--- src/rtl/tccc_pkg.sv ---
// Shared types and constants for the text console cursor controller.
// Used by tccc_decode, tccc_issue and text_console_cursor_controller_top.
`timescale 1ns / 1ps

package tccc_pkg;

    typedef enum logic [1:0] {
        ACT_GLYPH  = 2'd0,
        ACT_SCROLL = 2'd1,
        ACT_CLEAR  = 2'd2,
        ACT_CURSOR = 2'd3
    } action_t;

    // Register index taken from paddr[2]
    localparam logic REG_TEXT_COLUMNS = 1'b0;
    localparam logic REG_TEXT_ROWS    = 1'b1;

    localparam logic [7:0] TEXT_COLUMNS_RESET = 8'd80;
    localparam logic [7:0] TEXT_ROWS_RESET    = 8'd60;
    localparam logic [7:0] CURSOR_ROW_RESET   = 8'd1;
    localparam logic [7:0] CURSOR_COL_RESET   = 8'd0;

    localparam logic [7:0] CHAR_PRINT_LO = 8'd32;
    localparam logic [7:0] CHAR_PRINT_HI = 8'd127;
    localparam logic [7:0] CHAR_BS       = 8'd8;
    localparam logic [7:0] CHAR_TAB      = 8'd9;
    localparam logic [7:0] CHAR_LF       = 8'd10;
    localparam logic [7:0] CHAR_FF       = 8'd12;
    localparam logic [7:0] CHAR_CR       = 8'd13;

    // Slot order of one decoded byte: glyph or clear, scroll, cursor
    localparam int SLOT_FIRST  = 0;
    localparam int SLOT_SCROLL = 1;
    localparam int SLOT_CURSOR = 2;

    typedef struct packed {
        action_t    action;
        logic [7:0] row;
        logic [7:0] col;
        logic [7:0] prev_row;
        logic [7:0] prev_col;
        logic [6:0] glyph;
    } cmd_t;

    typedef struct packed {
        logic [2:0] pend;      // commands of the current byte not yet issued
        logic       out_load;  // a command moves into the output register
    } issue_status_t;

endpackage

--- src/rtl/tccc_decode.sv ---
// Cursor state and byte decode: turns one character into up to three commands.
// Depends on tccc_pkg.
`timescale 1ns / 1ps

module tccc_decode (
    input  logic                    aclk,
    input  logic                    aresetn,
    input  logic                    accept,
    input  logic [7:0]              char_byte,
    input  logic [7:0]              text_columns,
    input  logic [7:0]              text_rows,
    output tccc_pkg::cmd_t [2:0]    slots,
    output logic [2:0]              mask
);
    import tccc_pkg::*;

    logic [7:0] cursor_row_reg, cursor_row_next;
    logic [7:0] cursor_col_reg, cursor_col_next;

    logic       is_print, do_glyph, do_clear, do_place, do_scroll;
    logic [8:0] target_row;
    logic [7:0] target_col;
    logic [8:0] rows_eff;
    logic [7:0] final_row;
    logic [2:0] tab_dist;
    logic [8:0] col_inc, col_tab;

    assign rows_eff = (text_rows == 8'd0) ? 9'd1 : {1'b0, text_rows};
    assign is_print = (char_byte >= CHAR_PRINT_LO) && (char_byte < CHAR_PRINT_HI);
    assign tab_dist = 3'd0 - cursor_col_reg[2:0];
    assign col_inc  = {1'b0, cursor_col_reg} + 9'd1;
    assign col_tab  = {1'b0, cursor_col_reg} + {6'd0, tab_dist};

    always_comb begin
        do_glyph   = 1'b0;
        do_clear   = 1'b0;
        do_place   = 1'b0;
        target_row = {1'b0, cursor_row_reg};
        target_col = cursor_col_reg;
        if (is_print) begin
            do_glyph = 1'b1;
            do_place = 1'b1;
            if (col_inc < {1'b0, text_columns}) begin
                target_col = col_inc[7:0];
            end else begin
                target_row = {1'b0, cursor_row_reg} + 9'd1;
                target_col = 8'd0;
            end
        end else begin
            case (char_byte)
                CHAR_BS: begin
                    if (cursor_col_reg != 8'd0) begin
                        do_place   = 1'b1;
                        target_col = cursor_col_reg - 8'd1;
                    end
                end
                CHAR_TAB: begin
                    do_place = 1'b1;
                    if (col_tab >= {1'b0, text_columns}) begin
                        target_row = {1'b0, cursor_row_reg} + 9'd1;
                        target_col = 8'd0;
                    end else begin
                        target_col = col_tab[7:0];
                    end
                end
                CHAR_LF: begin
                    do_place   = 1'b1;
                    target_row = {1'b0, cursor_row_reg} + 9'd1;
                    target_col = 8'd0;
                end
                CHAR_FF: begin
                    do_clear   = 1'b1;
                    do_place   = 1'b1;
                    target_row = {1'b0, CURSOR_ROW_RESET};
                    target_col = 8'd0;
                end
                CHAR_CR: begin
                    do_place   = 1'b1;
                    target_col = 8'd0;
                end
                default: begin
                end
            endcase
        end
    end

    // Saturate on the last row and flag one scroll
    assign do_scroll = do_place && (target_row >= rows_eff);
    assign final_row = do_scroll ? 8'(rows_eff - 9'd1) : target_row[7:0];

    always_comb begin
        slots[SLOT_FIRST]           = '0;
        slots[SLOT_FIRST].action    = do_clear ? ACT_CLEAR : ACT_GLYPH;
        if (do_glyph) begin
            slots[SLOT_FIRST].row      = cursor_row_reg;
            slots[SLOT_FIRST].col      = cursor_col_reg;
            slots[SLOT_FIRST].prev_row = cursor_row_reg;
            slots[SLOT_FIRST].prev_col = cursor_col_reg;
            slots[SLOT_FIRST].glyph    = char_byte[6:0];
        end
        slots[SLOT_SCROLL]          = '0;
        slots[SLOT_SCROLL].action   = ACT_SCROLL;
        slots[SLOT_CURSOR].action   = ACT_CURSOR;
        slots[SLOT_CURSOR].row      = final_row;
        slots[SLOT_CURSOR].col      = target_col;
        slots[SLOT_CURSOR].prev_row = cursor_row_reg;
        slots[SLOT_CURSOR].prev_col = cursor_col_reg;
        slots[SLOT_CURSOR].glyph    = 7'd0;
    end

    assign mask = {do_place, do_scroll, do_glyph | do_clear};

    always_comb begin
        cursor_row_next = cursor_row_reg;
        cursor_col_next = cursor_col_reg;
        if (accept && do_place) begin
            cursor_row_next = final_row;
            cursor_col_next = target_col;
        end
    end

    always_ff @(posedge aclk) begin
        if (!aresetn) begin
            cursor_row_reg <= CURSOR_ROW_RESET;
            cursor_col_reg <= CURSOR_COL_RESET;
        end else begin
            cursor_row_reg <= cursor_row_next;
            cursor_col_reg <= cursor_col_next;
        end
    end

endmodule

--- src/rtl/tccc_issue.sv ---
// Command buffer for one decoded byte and the result output register.
// Depends on tccc_pkg.
`timescale 1ns / 1ps

module tccc_issue (
    input  logic                     aclk,
    input  logic                     aresetn,
    input  logic                     s_valid,
    output logic                     s_ready,
    input  tccc_pkg::cmd_t [2:0]     slots,
    input  logic [2:0]               mask,
    output logic                     m_valid,
    input  logic                     m_ready,
    output tccc_pkg::cmd_t           m_cmd,
    output logic                     m_last,
    output tccc_pkg::issue_status_t  status
);
    import tccc_pkg::*;

    cmd_t [2:0] slots_reg, slots_next;
    logic [2:0] pend_reg, pend_next;
    logic       m_valid_reg, m_valid_next;
    cmd_t       m_cmd_reg, m_cmd_next;
    logic       m_last_reg, m_last_next;

    logic       out_load, accept;
    logic [2:0] pend_rest;
    cmd_t       sel_cmd;

    assign out_load  = (pend_reg != 3'd0) && (!m_valid_reg || m_ready);
    assign pend_rest = pend_reg & (pend_reg - 3'd1);
    assign s_ready   = (pend_reg == 3'd0) || (out_load && (pend_rest == 3'd0));
    assign accept    = s_valid && s_ready;

    always_comb begin
        if (pend_reg[0]) begin
            sel_cmd = slots_reg[0];
        end else if (pend_reg[1]) begin
            sel_cmd = slots_reg[1];
        end else begin
            sel_cmd = slots_reg[2];
        end
    end

    always_comb begin
        pend_next    = pend_reg;
        slots_next   = slots_reg;
        m_valid_next = m_valid_reg;
        m_cmd_next   = m_cmd_reg;
        m_last_next  = m_last_reg;
        if (m_valid_reg && m_ready) begin
            m_valid_next = 1'b0;
        end
        if (out_load) begin
            m_valid_next = 1'b1;
            m_cmd_next   = sel_cmd;
            m_last_next  = (pend_rest == 3'd0);
            pend_next    = pend_rest;
        end
        if (accept) begin
            pend_next  = mask;
            slots_next = slots;
        end
    end

    always_ff @(posedge aclk) begin
        if (!aresetn) begin
            pend_reg    <= 3'd0;
            m_valid_reg <= 1'b0;
        end else begin
            pend_reg    <= pend_next;
            m_valid_reg <= m_valid_next;
        end
    end

    always_ff @(posedge aclk) begin
        slots_reg  <= slots_next;
        m_cmd_reg  <= m_cmd_next;
        m_last_reg <= m_last_next;
    end

    assign m_valid         = m_valid_reg;
    assign m_cmd           = m_cmd_reg;
    assign m_last          = m_last_reg;
    assign status.pend     = pend_reg;
    assign status.out_load = out_load;

endmodule

--- src/rtl/text_console_cursor_controller_top.sv ---
// Top level of the text console cursor controller: APB registers, decode and issue.
// Depends on tccc_pkg, tccc_decode and tccc_issue.
`timescale 1ns / 1ps

// Text console cursor controller. Each character byte accepted on the s_ channel
// is turned into zero to three display command transactions on the m_ channel, in
// the order glyph draw or clear screen, scroll one row, cursor placement; m_last
// marks the final command of a byte. The cursor resets to row 1, column 0.
// Rate: the result output register issues one command per cycle while m_ready
// is high; the next byte is taken in the cycle that its predecessor's last
// command enters the output register, so the command buffer never idles while
// m_ready is high. text_columns (address 0) and text_rows (address 4) are written
// through the APB port and must only change while no transaction is in flight.
module text_console_cursor_controller_top (
    input  logic        aclk,
    input  logic        aresetn,
    // APB configuration port
    input  logic        psel,
    input  logic        penable,
    input  logic        pwrite,
    input  logic [2:0]  paddr,
    input  logic [31:0] pwdata,
    output logic [31:0] prdata,
    output logic        pready,
    // character input
    input  logic        s_valid,
    output logic        s_ready,
    input  logic [7:0]  s_char_byte,
    // display commands
    output logic        m_valid,
    input  logic        m_ready,
    output logic [1:0]  m_action,
    output logic [7:0]  m_row,
    output logic [7:0]  m_col,
    output logic [7:0]  m_prev_row,
    output logic [7:0]  m_prev_col,
    output logic [6:0]  m_glyph,
    output logic        m_last
);
    import tccc_pkg::*;

    logic [7:0]    text_columns_reg, text_columns_next;
    logic [7:0]    text_rows_reg, text_rows_next;
    logic          cfg_write;
    cmd_t [2:0]    slots;
    logic [2:0]    mask;
    cmd_t          m_cmd;
    issue_status_t status;

    // Config registers: written on the access phase, no wait states
    assign pready    = 1'b1;
    assign cfg_write = psel && penable && pwrite && pready;

    always_comb begin
        text_columns_next = text_columns_reg;
        text_rows_next    = text_rows_reg;
        if (cfg_write) begin
            case (paddr[2])
                REG_TEXT_COLUMNS: text_columns_next = pwdata[7:0];
                REG_TEXT_ROWS:    text_rows_next    = pwdata[7:0];
                default: begin
                end
            endcase
        end
    end

    always_comb begin
        case (paddr[2])
            REG_TEXT_COLUMNS: prdata = {24'd0, text_columns_reg};
            REG_TEXT_ROWS:    prdata = {24'd0, text_rows_reg};
            default:          prdata = 32'd0;
        endcase
    end

    always_ff @(posedge aclk) begin
        if (!aresetn) begin
            text_columns_reg <= TEXT_COLUMNS_RESET;
            text_rows_reg    <= TEXT_ROWS_RESET;
        end else begin
            text_columns_reg <= text_columns_next;
            text_rows_reg    <= text_rows_next;
        end
    end

    // Decode the byte against the current cursor; advance the cursor on accept
    tccc_decode u_decode (
        .aclk         (aclk),
        .aresetn      (aresetn),
        .accept       (s_valid && s_ready),
        .char_byte    (s_char_byte),
        .text_columns (text_columns_reg),
        .text_rows    (text_rows_reg),
        .slots        (slots),
        .mask         (mask)
    );

    // Hold the decoded commands and drain them one per cycle while m_ready is high
    tccc_issue u_issue (
        .aclk    (aclk),
        .aresetn (aresetn),
        .s_valid (s_valid),
        .s_ready (s_ready),
        .slots   (slots),
        .mask    (mask),
        .m_valid (m_valid),
        .m_ready (m_ready),
        .m_cmd   (m_cmd),
        .m_last  (m_last),
        .status  (status)
    );

    assign m_action   = m_cmd.action;
    assign m_row      = m_cmd.row;
    assign m_col      = m_cmd.col;
    assign m_prev_row = m_cmd.prev_row;
    assign m_prev_col = m_cmd.prev_col;
    assign m_glyph    = m_cmd.glyph;

    // No new byte while more than one command of the current byte is pending
    a_no_overrun: assert property (@(posedge aclk) disable iff (!aresetn)
        ($countones(status.pend) > 1) |-> !s_ready)
        else $error("byte accepted while commands still pending");

    // A scroll or clear is always followed by a cursor placement
    a_not_last: assert property (@(posedge aclk) disable iff (!aresetn)
        (m_valid && (m_action == ACT_SCROLL || m_action == ACT_CLEAR)) |-> !m_last)
        else $error("scroll or clear marked as last command");

    // A command that is not last leaves the rest of its byte pending
    a_rest_pending: assert property (@(posedge aclk) disable iff (!aresetn)
        (m_valid && !m_last) |-> (status.pend != 3'd0))
        else $error("byte lost commands after a non-last command");

    // A glyph draws where the cursor stood
    a_glyph_pos: assert property (@(posedge aclk) disable iff (!aresetn)
        (m_valid && m_action == ACT_GLYPH) |-> (m_prev_row == m_row && m_prev_col == m_col))
        else $error("glyph position differs from previous cursor");

endmodule
--- config.mk ---
export PLATFORM = sky130hd
export DESIGN_NAME = text_console_cursor_controller_top
export DESIGN_NICKNAME = d
export VERILOG_FILES = /design/src/rtl/tccc_pkg.sv /design/src/rtl/tccc_decode.sv /design/src/rtl/tccc_issue.sv /design/src/rtl/text_console_cursor_controller_top.sv
export SDC_FILE = /design/constraint.sdc
export NUM_CORES = 1
export LEC_CHECK = 0
export BUFFER_PORTS_ARGS = -buffer_cell sky130_fd_sc_hd__buf_2
export CAP_MARGIN = 20
export CORE_MARGIN = 10
export CORE_UTILIZATION = 55
export DETAILED_ROUTE_END_ITERATION = 6
export PLACE_DENSITY = 0.79
export SLEW_MARGIN = 20
export SYNTH_ARGS = -nofsm -noshare
export SYNTH_HDL_FRONTEND = slang
export SYNTH_SLANG_ARGS = --single-unit
--- constraint.sdc ---
create_clock -name aclk -period 6.5 [get_ports aclk]
set_input_delay 1.3 -clock aclk [delete_from_list [all_inputs] [get_ports aclk]]
set_output_delay 1.3 -clock aclk [all_outputs]
set_load 0.02 [all_outputs]
==> qor.txt, run 1 <==
CP Capture Type: flip-flop
Worst-path clk slew: 0.06 ns
prevailing post-synth register cell: edfxtp_1
WP data arrival: 6.22 ns
core area: 12600 um2
Synth async-reset ratio: 0
drt pass-1 iters: 5
Peak Freq: 0.165 GHz
r2r worst-path depth: 23
TritonCTS Sinks: 134
IO Port Bufs: 75
area of the multi-input gates: 3070 um2
most common cell after layout, fill and taps aside: edfxtp_1
share of cells above drive strength 1: 0.201
# diodes: 0
nets@finish: 816
r2r setup slk: 0.44 ns
Post-synth EDFFs: 98
worst hold path type: flip-flop to flip-flop
clock skew: 0.00691 ns
routability cong.: 0.925
starting DRC count in detailed routing: 506
Crit path max-delay family: compound AO/OA/AOI/OAI gates
Post-DP HPWL: 12400 um
latest clock arrival within the worst-skew pair: 0.42 ns
# IOs: 127
Post-Route M1 WL: 7560 um
antenna-violating nets left: 0
die extent in x: 133 um
CTS tree: built
CTS Root Cell: clkbuf_16
RSZ-0062 raised after global routing: no
CP Launch Type: flip-flop
outcome: finished clean
via count: 5283
Data required, critical path: 6.66 ns
wire length per cell: 18.2 um
WS Path Type: flip-flop to flip-flop
Initial Util: 0.561
Site Rows: 41
CTS H-tree lvls: 4
Leak: 3.46 nW
Post-Route Setup TNS: 0 ns
Seq cells post-synth: 134
final WL: 16800 um
slowest stage delay, CP: 0.42 ns
routed wl met3: 1200 um
DRC viols: 0
Post-CTS Setup Inserts: 0
GR Overflow Total: 0
Final Critical Period: 6.06 ns
Critical Path Fanout Max: 13
area of the mapped netlist: 7080 um2
Synth Instances: 661
gr usage total: 0.187
Pins Over Slew Limit: 0
register area: 3660 um2
CP max stage cell: a221oi_1
top sig layer: met4
most frequent cells in the layout: 98 x edfxtp_1, 75 x buf_2, 61 x nand2_1, 36 x inv_1, 36 x dfxtp_1
hold path startpoint: text_columns_reg[5]
Yosys cell types: 74
Die Ht: 133 um
first-pass GRT wire length: 26700 um
clk buf depth: 2
vias per cell: 5.73
die area: 17800 um2
max_cap viols: 0
Least-Margin Pin Slew: 0.793 ns
Synth warnings: 0
fin crit share: 0.933
RR Startpoint: u_decode.cursor_col_reg[1]
worst hold path depth: 2
CP cell instances: inv_1, ha_1, ha_1, xnor2_1, a21o_1, nand4_1, xnor2_1, ha_1, a21oi_1, o221ai_1, a311o_1, a21boi_0, buf_4, nand2_1, mux2_2, ha_1, nand2b_1, a211oi_1, o21ai_0, a221oi_1, o31a_1, a21oi_4, mux2_2
Post-Syn Area per Cell: 10.7 um2
largest net degree at the start of global routing: 57
hold buffer count at cts: 0
hold-critical path endpoint: text_columns_reg[5]
post-route insts no fill: 922
Cell Pwr Density: 270 nW/um2
Final Hold Fails: 0
reg2reg end: u_issue.slots_reg[119]
cts bufs inserted: 17
synthesis-to-finish area growth: 16.1%
met2 routed WL: 7750 um
WP buf/inv: 2
number of global-route vias before repair: 5211
max reg flops: 56
Rel. slew slack: 0.471
worst vdd ir: 132 uV
placed cells: 889
post-CTS sizing: 0
register area share after synthesis: 0.517
filler cell count: 996
initial antenna violation count: 0
Most common cell on crit path: ha_1
Final Setup Violations: 0
-- through the flow --
stage	setup WS, ns	hold WS (ns)	total power, mW	cell area (um2)	util
final	0.437	0.458	2.22	8220	0.652
after global routing	0.0364	0.485	2.29	8220	0.652
after CTS	0.524	0.461	2.22	8190	0.649
after detailed placement	0.591	0.453	1.24	7570	0.600
after global placement	0.704	0.446	1.23	7570	0.600
after floorplan	0.836	0.406	1.17	7170	-
-- cell usage after synthesis, types with 4 or more instances --
cell type	count	area, um2
a211oi_1	4	30.0
a21o_1	8	60.1
a21oi_1	30	150
a221o_1	4	40.0
a22o_1	34	298
a31oi_1	6	37.5
and2_1	28	175
and3_1	15	93.8
buf_4	25	188
clkbuf_1	26	97.6
dfxtp_1	36	721
edfxtp_1	98	2940
ha_1	29	363
inv_1	36	135
mux2_2	6	67.6
mux2i_1	6	60.1
nand2_1	61	229
nand2b_1	5	31.3
nand3_1	13	65.1
nand3b_1	4	30.0
nand4_1	5	31.3
nor2_1	32	120
nor3_1	13	65.1
o211ai_1	10	75.1
o21a_1	5	37.5
o21ai_0	31	155
xnor2_1	12	105
xor2_1	7	61.3
-- routing by layer --
layer / global-route usage / up-vias
met3: 0.0571 / 23
met4: 0.0659 / 0
met1: 0.242 / 2497
met5: 0 / -
met2: 0.290 / 214
li1: - / 2549
-- cell type report --
cell class              count  share of cell area
clock inverters            10              0.0177
repair buffers             92              0.0636
clock buffers              22              0.0577
inverters                  36              0.0164
well taps                 172              0.0262
flip-flops and latches    134               0.446
multi-input cells         456               0.373
-- power breakdown --
group,internal (mW),total [mW],switching [mW]
Clock,0.636,0.991,0.355
Combinational,0.0810,0.243,0.162
Sequential,0.964,0.983,0.0194
-- tightest hold or removal path, stage by stage, from the launching register on --
cell and delay (ns):
dfxtp_1 0.31, nand2_1 0.05, a21oi_1 0.05
-- worst max-delay path by stage --
stage                                from                     end  slack, ns  depth (start not counted)
3_3_place_gp   u_decode.cursor_col_reg[1]  u_issue.slots_reg[119]       0.70                         23
3_5_place_dp   u_decode.cursor_col_reg[1]  u_issue.slots_reg[117]       0.59                         23
5_1_grt        u_decode.cursor_col_reg[1]  u_issue.slots_reg[119]       0.04                         23
6_report       u_decode.cursor_col_reg[1]  u_issue.slots_reg[119]       0.44                         23
2_1_floorplan  u_decode.cursor_col_reg[0]  u_issue.slots_reg[116]       0.84                         23
4_1_cts        u_decode.cursor_col_reg[1]  u_issue.slots_reg[119]       0.52                         23
-- logic make-up after synthesis --
group / after synthesis / synth area share
buf+inv: 94 / 0.0652
fa+ha+maj: 30 / 0.0526
xor+xnor: 19 / 0.0235
mux: 14 / 0.0223
flops: 134 / 0.517
compound gates: 169 / 0.173
other cells: 2 / 0.00106
simple gates: 199 / 0.145
(Power assumes the default switching activity.)
==> inputs of run 2 (changes only) <==
==> constraint.sdc (replaced) <==
create_clock -name aclk -period 7.3 [get_ports aclk]
set_input_delay 1.46 -clock aclk [delete_from_list [all_inputs] [get_ports aclk]]
set_output_delay 1.46 -clock aclk [all_outputs]
set_load 0.02 [all_outputs]
==> run 2 against run 1 <==
Net effect: global-route usage is 0.21 points lower; non-clock buffer count is 12 lower; fmax is 13% lower; total power is 13% lower.
==> qor.txt, run 2 (synthesis gave the netlist of run 1 again) <==
outcome: finished clean
DRC viols: 0 (unchanged)
worst hold path type: flip-flop to flip-flop
die area: 17800 um2 (unchanged)
clock skew: 0.0115 ns (+0.00459 ns)
CTS H-tree lvls: 4 (unchanged)
Comb pwr share: 0.107 (-0.002)
Sw Share: 0.246 (+0.00401)
routability cong.: 0.911 (-1.5%)
filler cell count: 1016 (+2.0%)
vias per cell: 5.77 (+0.78%)
Final Setup Violations: 0 (unchanged)
Post-DP HPWL: 12100 um (-2.2%)
WP data arrival: 7.10 ns (+0.88 ns)
Post-CTS Setup Inserts: 0 (unchanged)
clk buf depth: 2 (unchanged)
max reg flops: 56 (unchanged)
Rel. slew slack: 0.431 (-0.0396)
Cell Pwr Density: 239 nW/um2 (-11%)
# IOs: 127 (unchanged)
cts bufs inserted: 17 (unchanged)
TritonCTS Sinks: 134 (unchanged)
CP Launch Type: flip-flop
Final Hold Fails: 0 (unchanged)
CTS tree: built
starting DRC count in detailed routing: 482 (-4.7%)
CP Capture Type: flip-flop
number of global-route vias before repair: 5146 (-1.2%)
latest clock arrival within the worst-skew pair: 0.42 ns (about the same)
WS Path Type: flip-flop to flip-flop
Most common cell on crit path: ha_1
max_cap viols: 0 (unchanged)
final WL: 16700 um (-0.61%)
initial antenna violation count: 0 (unchanged)
Peak Freq: 0.144 GHz (-13%)
most common cell after layout, fill and taps aside: edfxtp_1
Leak: 3.39 nW (-2.0%)
WP buf/inv: 1 (-1)
Critical Path Fanout Max: 13 (unchanged)
largest net degree at the start of global routing: 57 (unchanged)
wire length per cell: 18.3 um (+0.70%)
RSZ-0062 raised after global routing: no
Tot Pwr: 1.93 mW (-13%)
Die Ht: 133 um (unchanged)
# diodes: 0 (unchanged)
IO Port Bufs: 75 (unchanged)
fin crit share: 0.950 (+0.0173)
Worst-path clk slew: 0.06 ns (about the same)
Initial Util: 0.561 (unchanged)
post-CTS sizing: 0 (unchanged)
most frequent cells in the layout: 98 x edfxtp_1, 75 x buf_2, 61 x nand2_1, 36 x inv_1, 36 x dfxtp_1
first-pass GRT wire length: 26400 um (-1.2%)
via count: 5255 (-0.53%)
Data required, critical path: 7.46 ns (+0.80 ns)
worst vdd ir: 98.4 uV (-25%)
CTS Root Cell: clkbuf_16
Crit path max-delay family: compound AO/OA/AOI/OAI gates
GR Overflow Total: 0 (unchanged)
hold buffer count at cts: 0 (unchanged)
cell internal pwr: 1.46 mW (-13%)
Final Critical Period: 6.94 ns (+0.873 ns)
Pins Over Slew Limit: 0 (unchanged)
CP max stage cell: a31oi_1
sequential share of power: 0.454 (+0.010)
slowest stage delay, CP: 0.59 ns (+0.17 ns)
Clk pwr share: 0.439 (-0.008)
gr usage total: 0.185 (-0.00208)
Switch Pwr: 475 uW (-11%)
Least-Margin Pin Slew: 0.852 ns (+0.0592 ns)
synthesis-to-finish area growth: 14.4%
nets@finish: 804 (-1.5%)
die extent in x: 133 um (unchanged)
drt pass-1 iters: 6 (+1)
Site Rows: 41 (unchanged)
antenna-violating nets left: 0 (unchanged)
Post-Route Setup TNS: 0 ns (unchanged)
core area: 12600 um2 (unchanged)
CP cell instances: inv_1, ha_1, ha_1, xnor2_1, a31oi_1, nor2_1, xor2_1, ha_1, nand3_1, a211oi_1, a311oi_1, o211ai_1, nand2_1, mux2_2, ha_1, nand2b_1, a211oi_1, o21ai_0, a221oi_1, o31a_1, a21oi_4, mux2_2
share of cells above drive strength 1: 0.184 (-0.0171)
run 2: cell type report:
| cell class | count | area, um2 | share of cell area |
|---|---|---|---|
| Sequential cell | 134 | 3660 | 0.452 |
| Multi-Input combinational cell | 456 | 3070 | 0.379 |
| Timing Repair Buffer | 80 | 433 | 0.0534 |
| Clock buffer | 18 | 429 | 0.0530 |
| Tap cell | 172 | 215 | 0.0266 |
| Clock inverter | 14 | 158 | 0.0195 |
| Inverter | 36 | 135 | 0.0167 |
run 2: final timing paths:
kind	start	slack, ns	endpoint	depth (start not counted)
setup / recovery	u_decode.cursor_col_reg[0]	0.36	u_issue.slots_reg[119]	22
hold / removal	text_columns_reg[1]	0.46	text_columns_reg[1]	2
setup reg to reg	u_decode.cursor_col_reg[0]	0.36	u_issue.slots_reg[119]	22
hold reg to reg	text_columns_reg[1]	0.46	text_columns_reg[1]	2
run 2: routing by layer:
metal	vias up	global-route usage	routed length, um
li1	2528	-	-
met1	2477	0.235	7380
met2	218	0.284	7680
met3	32	0.0579	1290
met4	0	0.0786	342
met5	-	0	0
run 2: power groups by stage:
| stage | logic, mW | clock network [mW] | registers, mW |
|---|---|---|---|
| 2_1_floorplan | 0.139 | 0 | 0.903 |
| 6_report | 0.206 | 0.849 | 0.879 |
| 5_1_grt | 0.227 | 0.885 | 0.883 |
| 3_5_place_dp | 0.200 | 0 | 0.895 |
| 4_1_cts | 0.202 | 0.855 | 0.879 |
| 3_3_place_gp | 0.195 | 0 | 0.892 |
run 2: per-stage QoR:
stage                     utilization  hold WS, ns  worst slack (ns)  std cells  instance area [um2]
final                           0.642        0.456             0.364        910                 8100
after global routing            0.642        0.477           0.00193        910                 8100
after CTS                       0.639        0.458             0.505        909                 8070
after detailed placement        0.593        0.450             0.571        877                 7480
after global placement          0.593        0.446             0.659        877                 7480
after floorplan                     -        0.406              1.64        684                 7170
run 2: worst reg2reg max path, stage by stage, from the launching register on:
cell,delay [ns]
dfxtp_1,0.55
inv_1,0.24
ha_1,0.29
ha_1,0.32
xnor2_1,0.19
a31oi_1,0.59
nor2_1,0.12
xor2_1,0.19
ha_1,0.33
nand3_1,0.11
a211oi_1,0.42
a311oi_1,0.14
o211ai_1,0.46
nand2_1,0.17
mux2_2,0.33
ha_1,0.29
nand2b_1,0.15
a211oi_1,0.24
o21ai_0,0.14
a221oi_1,0.54
o31a_1,0.38
a21oi_4,0.15
mux2_2,0.36
==> inputs of run 3 (changes only) <==
--- a/config.mk
+++ b/config.mk
@@ -7,11 +7,12 @@
 export LEC_CHECK = 0
 export BUFFER_PORTS_ARGS = -buffer_cell sky130_fd_sc_hd__buf_2
 export CAP_MARGIN = 20
-export CORE_MARGIN = 10
+export CORE_MARGIN = 3
 export CORE_UTILIZATION = 55
 export DETAILED_ROUTE_END_ITERATION = 6
-export PLACE_DENSITY = 0.79
+export PLACE_DENSITY = 0.76
 export SLEW_MARGIN = 20
 export SYNTH_ARGS = -nofsm -noshare
 export SYNTH_HDL_FRONTEND = slang
+export SYNTH_HIERARCHICAL = 1
 export SYNTH_SLANG_ARGS = --single-unit
==> run 3 against run 2 <==
Net effect: total power grew 37%; hold slack improved by 0.017 ns; critical path depth rose by 1; fmax grew 14%; first-iteration DRC count increased by 2.3%; global-route usage is 0.61 points lower; largest cell class unchanged.
==> qor.txt, run 3 <==
worst vdd ir: 151 uV (+53%)
Data required, critical path: 7.51 ns (+0.05 ns)
WS Path Type: flip-flop to flip-flop
CTS Root Cell: clkbuf_16
RR Startpoint: u_decode/cursor_col_reg[0]
CP cell instances: inv_1, ha_1, ha_1, xnor2_1, a31oi_1, nor2_1, xor2_1, ha_1, a21o_1, a21oi_1, o21ai_0, a211oi_1, and2_1, o21bai_1, a22o_1, ha_1, a21o_1, a21o_1, a21oi_1, o21a_1, a21boi_4, a221oi_1, a21oi_1
most frequent cells in the layout: 165 x edfxtp_1, 85 x nand2_1, 76 x conb_1, 75 x buf_2, 60 x mux2i_1
Post-DP HPWL: 12800 um (+5.6%)
CP Launch Type: flip-flop
final WL: 18700 um (+12%)
DRC viols: 0 (unchanged)
post-route insts no fill: 1182 (+30%)
die area: 20700 um2 (+16%)
via count: 6387 (+22%)
Cell Pwr Density: 239 nW/um2 (+0.20%)
number of global-route vias before repair: 5816 (+13%)
share of cells above drive strength 1: 0.159 (-0.0248)
Post-Syn Area per Cell: 11.6 um2 (+8.4%)
fin crit share: 0.833 (-0.117)
most common cell after layout, fill and taps aside: edfxtp_1
# diodes: 0 (unchanged)
WP buf/inv: 1 (unchanged)
antenna-violating nets left: 0 (unchanged)
# IOs: 127 (unchanged)
IO Port Bufs: 75 (unchanged)
hold-critical path endpoint: text_columns_reg[3]
starting DRC count in detailed routing: 493 (+2.3%)
WP data arrival: 6.30 ns (-0.80 ns)
cell internal pwr: 2.02 mW (+39%)
clk buf depth: 3 (+1)
max reg flops: 123 (+120%)
wire length per cell: 15.9 um (-14%)
Final Critical Period: 6.08 ns (-0.853 ns)
placed cells: 1143 (+30%)
Site Rows: 49 (+20%)
Synth warnings: 6 (+6)
nets@finish: 1016 (+26%)
hold path startpoint: text_columns_reg[3]
Synth Instances: 901 (+36%)
Leak: 4.30 nW (+27%)
area of the mapped netlist: 10500 um2 (+48%)
Post-Route Setup TNS: 0 ns (unchanged)
slowest stage delay, CP: 0.56 ns (-0.03 ns)
Clk pwr share: 0.381 (-0.058)
Peak Freq: 0.164 GHz (+14%)
gr usage total: 0.179 (-0.00607)
hold buffer count at cts: 0 (unchanged)
r2r setup slk: 1.22 ns (+0.85 ns)
largest net degree at the start of global routing: 90 (+58%)
initial antenna violation count: 0 (unchanged)
routability cong.: 0.968 (+6.3%)
die extent in x: 144 um (+7.8%)
RSZ-0062 raised after global routing: no
core area: 18300 um2 (+45%)
Crit path max-delay family: compound AO/OA/AOI/OAI gates
cts bufs inserted: 21 (+4)
synthesis-to-finish area growth: 6.19%
Initial Util: 0.571 (+0.00975)
worst hold path type: flip-flop to flip-flop
TritonCTS Sinks: 201 (+50%)
Sw Share: 0.240 (-0.00580)
reg2reg end: u_issue/slots_reg[118]
latest clock arrival within the worst-skew pair: 0.50 ns (+0.08 ns)
sequential share of power: 0.510 (+0.056)
CTS H-tree lvls: 1 (-3)
post-CTS sizing: 0 (unchanged)
final hold slack: 0.473 ns (+0.0171 ns)
CP Capture Type: flip-flop
GR Overflow Total: 0 (unchanged)
r2r worst-path depth: 23 (+4.5%)
Post-CTS Setup Inserts: 0 (unchanged)
CTS tree: built
Pins Over Slew Limit: 0 (unchanged)
Final Setup Violations: 0 (unchanged)
vias per cell: 5.40 (-6.4%)
Most common cell on crit path: ha_1
Switch Pwr: 638 uW (+34%)
final design utilization: 0.606 (-0.0355)
Rel. slew slack: 0.426 (-0.00547)
CP max stage cell: a31oi_1
Worst-path clk slew: 0.07 ns (about the same)
Final Hold Fails: 0 (unchanged)
filler cell count: 1437 (+41%)
Comb pwr share: 0.110 (+0.003)
first-pass GRT wire length: 29700 um (+12%)
worst hold path depth: 2 (unchanged)
clock skew: 0.0165 ns (+0.00498 ns)
max_cap viols: 0 (unchanged)
Critical Path Fanout Max: 15 (+2)
Least-Margin Pin Slew: 0.862 ns (+0.00977 ns)
outcome: finished clean
drt pass-1 iters: 6 (unchanged)
Die Ht: 144 um (+7.8%)
==> run 3: changes by cell type in the layout (fill, tap and decap cells not counted), moves of 9 or more <==
cell and delta:
a22o_1 -30, conb_1 +51, edfxtp_1 +67, inv_1 -9
mux2i_1 +54, nand2_1 +24, nand3_1 +10, nor2b_1 +14
o21ai_1 +45
==> run 3: area by class of cell <==
class | instances | area [um2] | share of cell area
sequential | 201 | 5680 | 0.511
multi-input combinational | 605 | 3960 | 0.356
clock buffer | 30 | 589 | 0.0530
timing repair buffer | 81 | 433 | 0.0389
tap | 229 | 287 | 0.0258
inverter | 28 | 105 | 0.00946
clock inverter | 8 | 68.8 | 0.00619
==> run 3: worst max-delay path by stage <==
stage                          startpoint                endpoint  slack, ns  cells past startpoint
6_report       u_decode/cursor_col_reg[0]  u_issue/slots_reg[118]       1.22                     23
4_1_cts        u_decode/cursor_col_reg[0]  u_issue/slots_reg[118]       1.32                     23
5_1_grt        u_decode/cursor_col_reg[0]  u_issue/slots_reg[118]       0.65                     23
2_1_floorplan                     m_ready    u_issue/slots_reg[0]       1.46                      4
3_3_place_gp   u_decode/cursor_col_reg[0]  u_issue/slots_reg[118]       1.39                     23
3_5_place_dp   u_decode/cursor_col_reg[0]  u_issue/slots_reg[118]       1.35                     23
==> run 3: power by group through the flow <==
stage | registers, mW | logic [mW] | clock network, mW
CTS | 1.36 | 0.288 | 1.03
global placement | 1.38 | 0.281 | 0
global route | 1.36 | 0.322 | 1.08
detailed placement | 1.38 | 0.287 | 0
finish | 1.36 | 0.292 | 1.01
floorplan | 1.41 | 0.223 | 0
==> run 3: worst min-delay path: stages (launching register included) <==
cell,delay [ns]
dfxtp_1,0.32
nand2_1,0.05
mux2i_1,0.05
==> run 3: stage by stage <==
stage / setup slack (ns) / power, mW / instance area [um2]
after floorplan: 1.46 / 1.63 / 10700
after global placement: 1.39 / 1.66 / 10400
after detailed placement: 1.35 / 1.67 / 10400
after CTS: 1.32 / 2.68 / 11100
after global routing: 0.655 / 2.76 / 11100
final: 1.22 / 2.66 / 11100
==> run 3: layer usage <==
layer | vias up | track usage | routed length, um
met3 | 25 | 0.0303 | 1460
met5 | - | 0 | 0
met1 | 2979 | 0.265 | 8790
li1 | 3144 | - | -
met4 | 0 | 0.0401 | 268
met2 | 239 | 0.277 | 8230
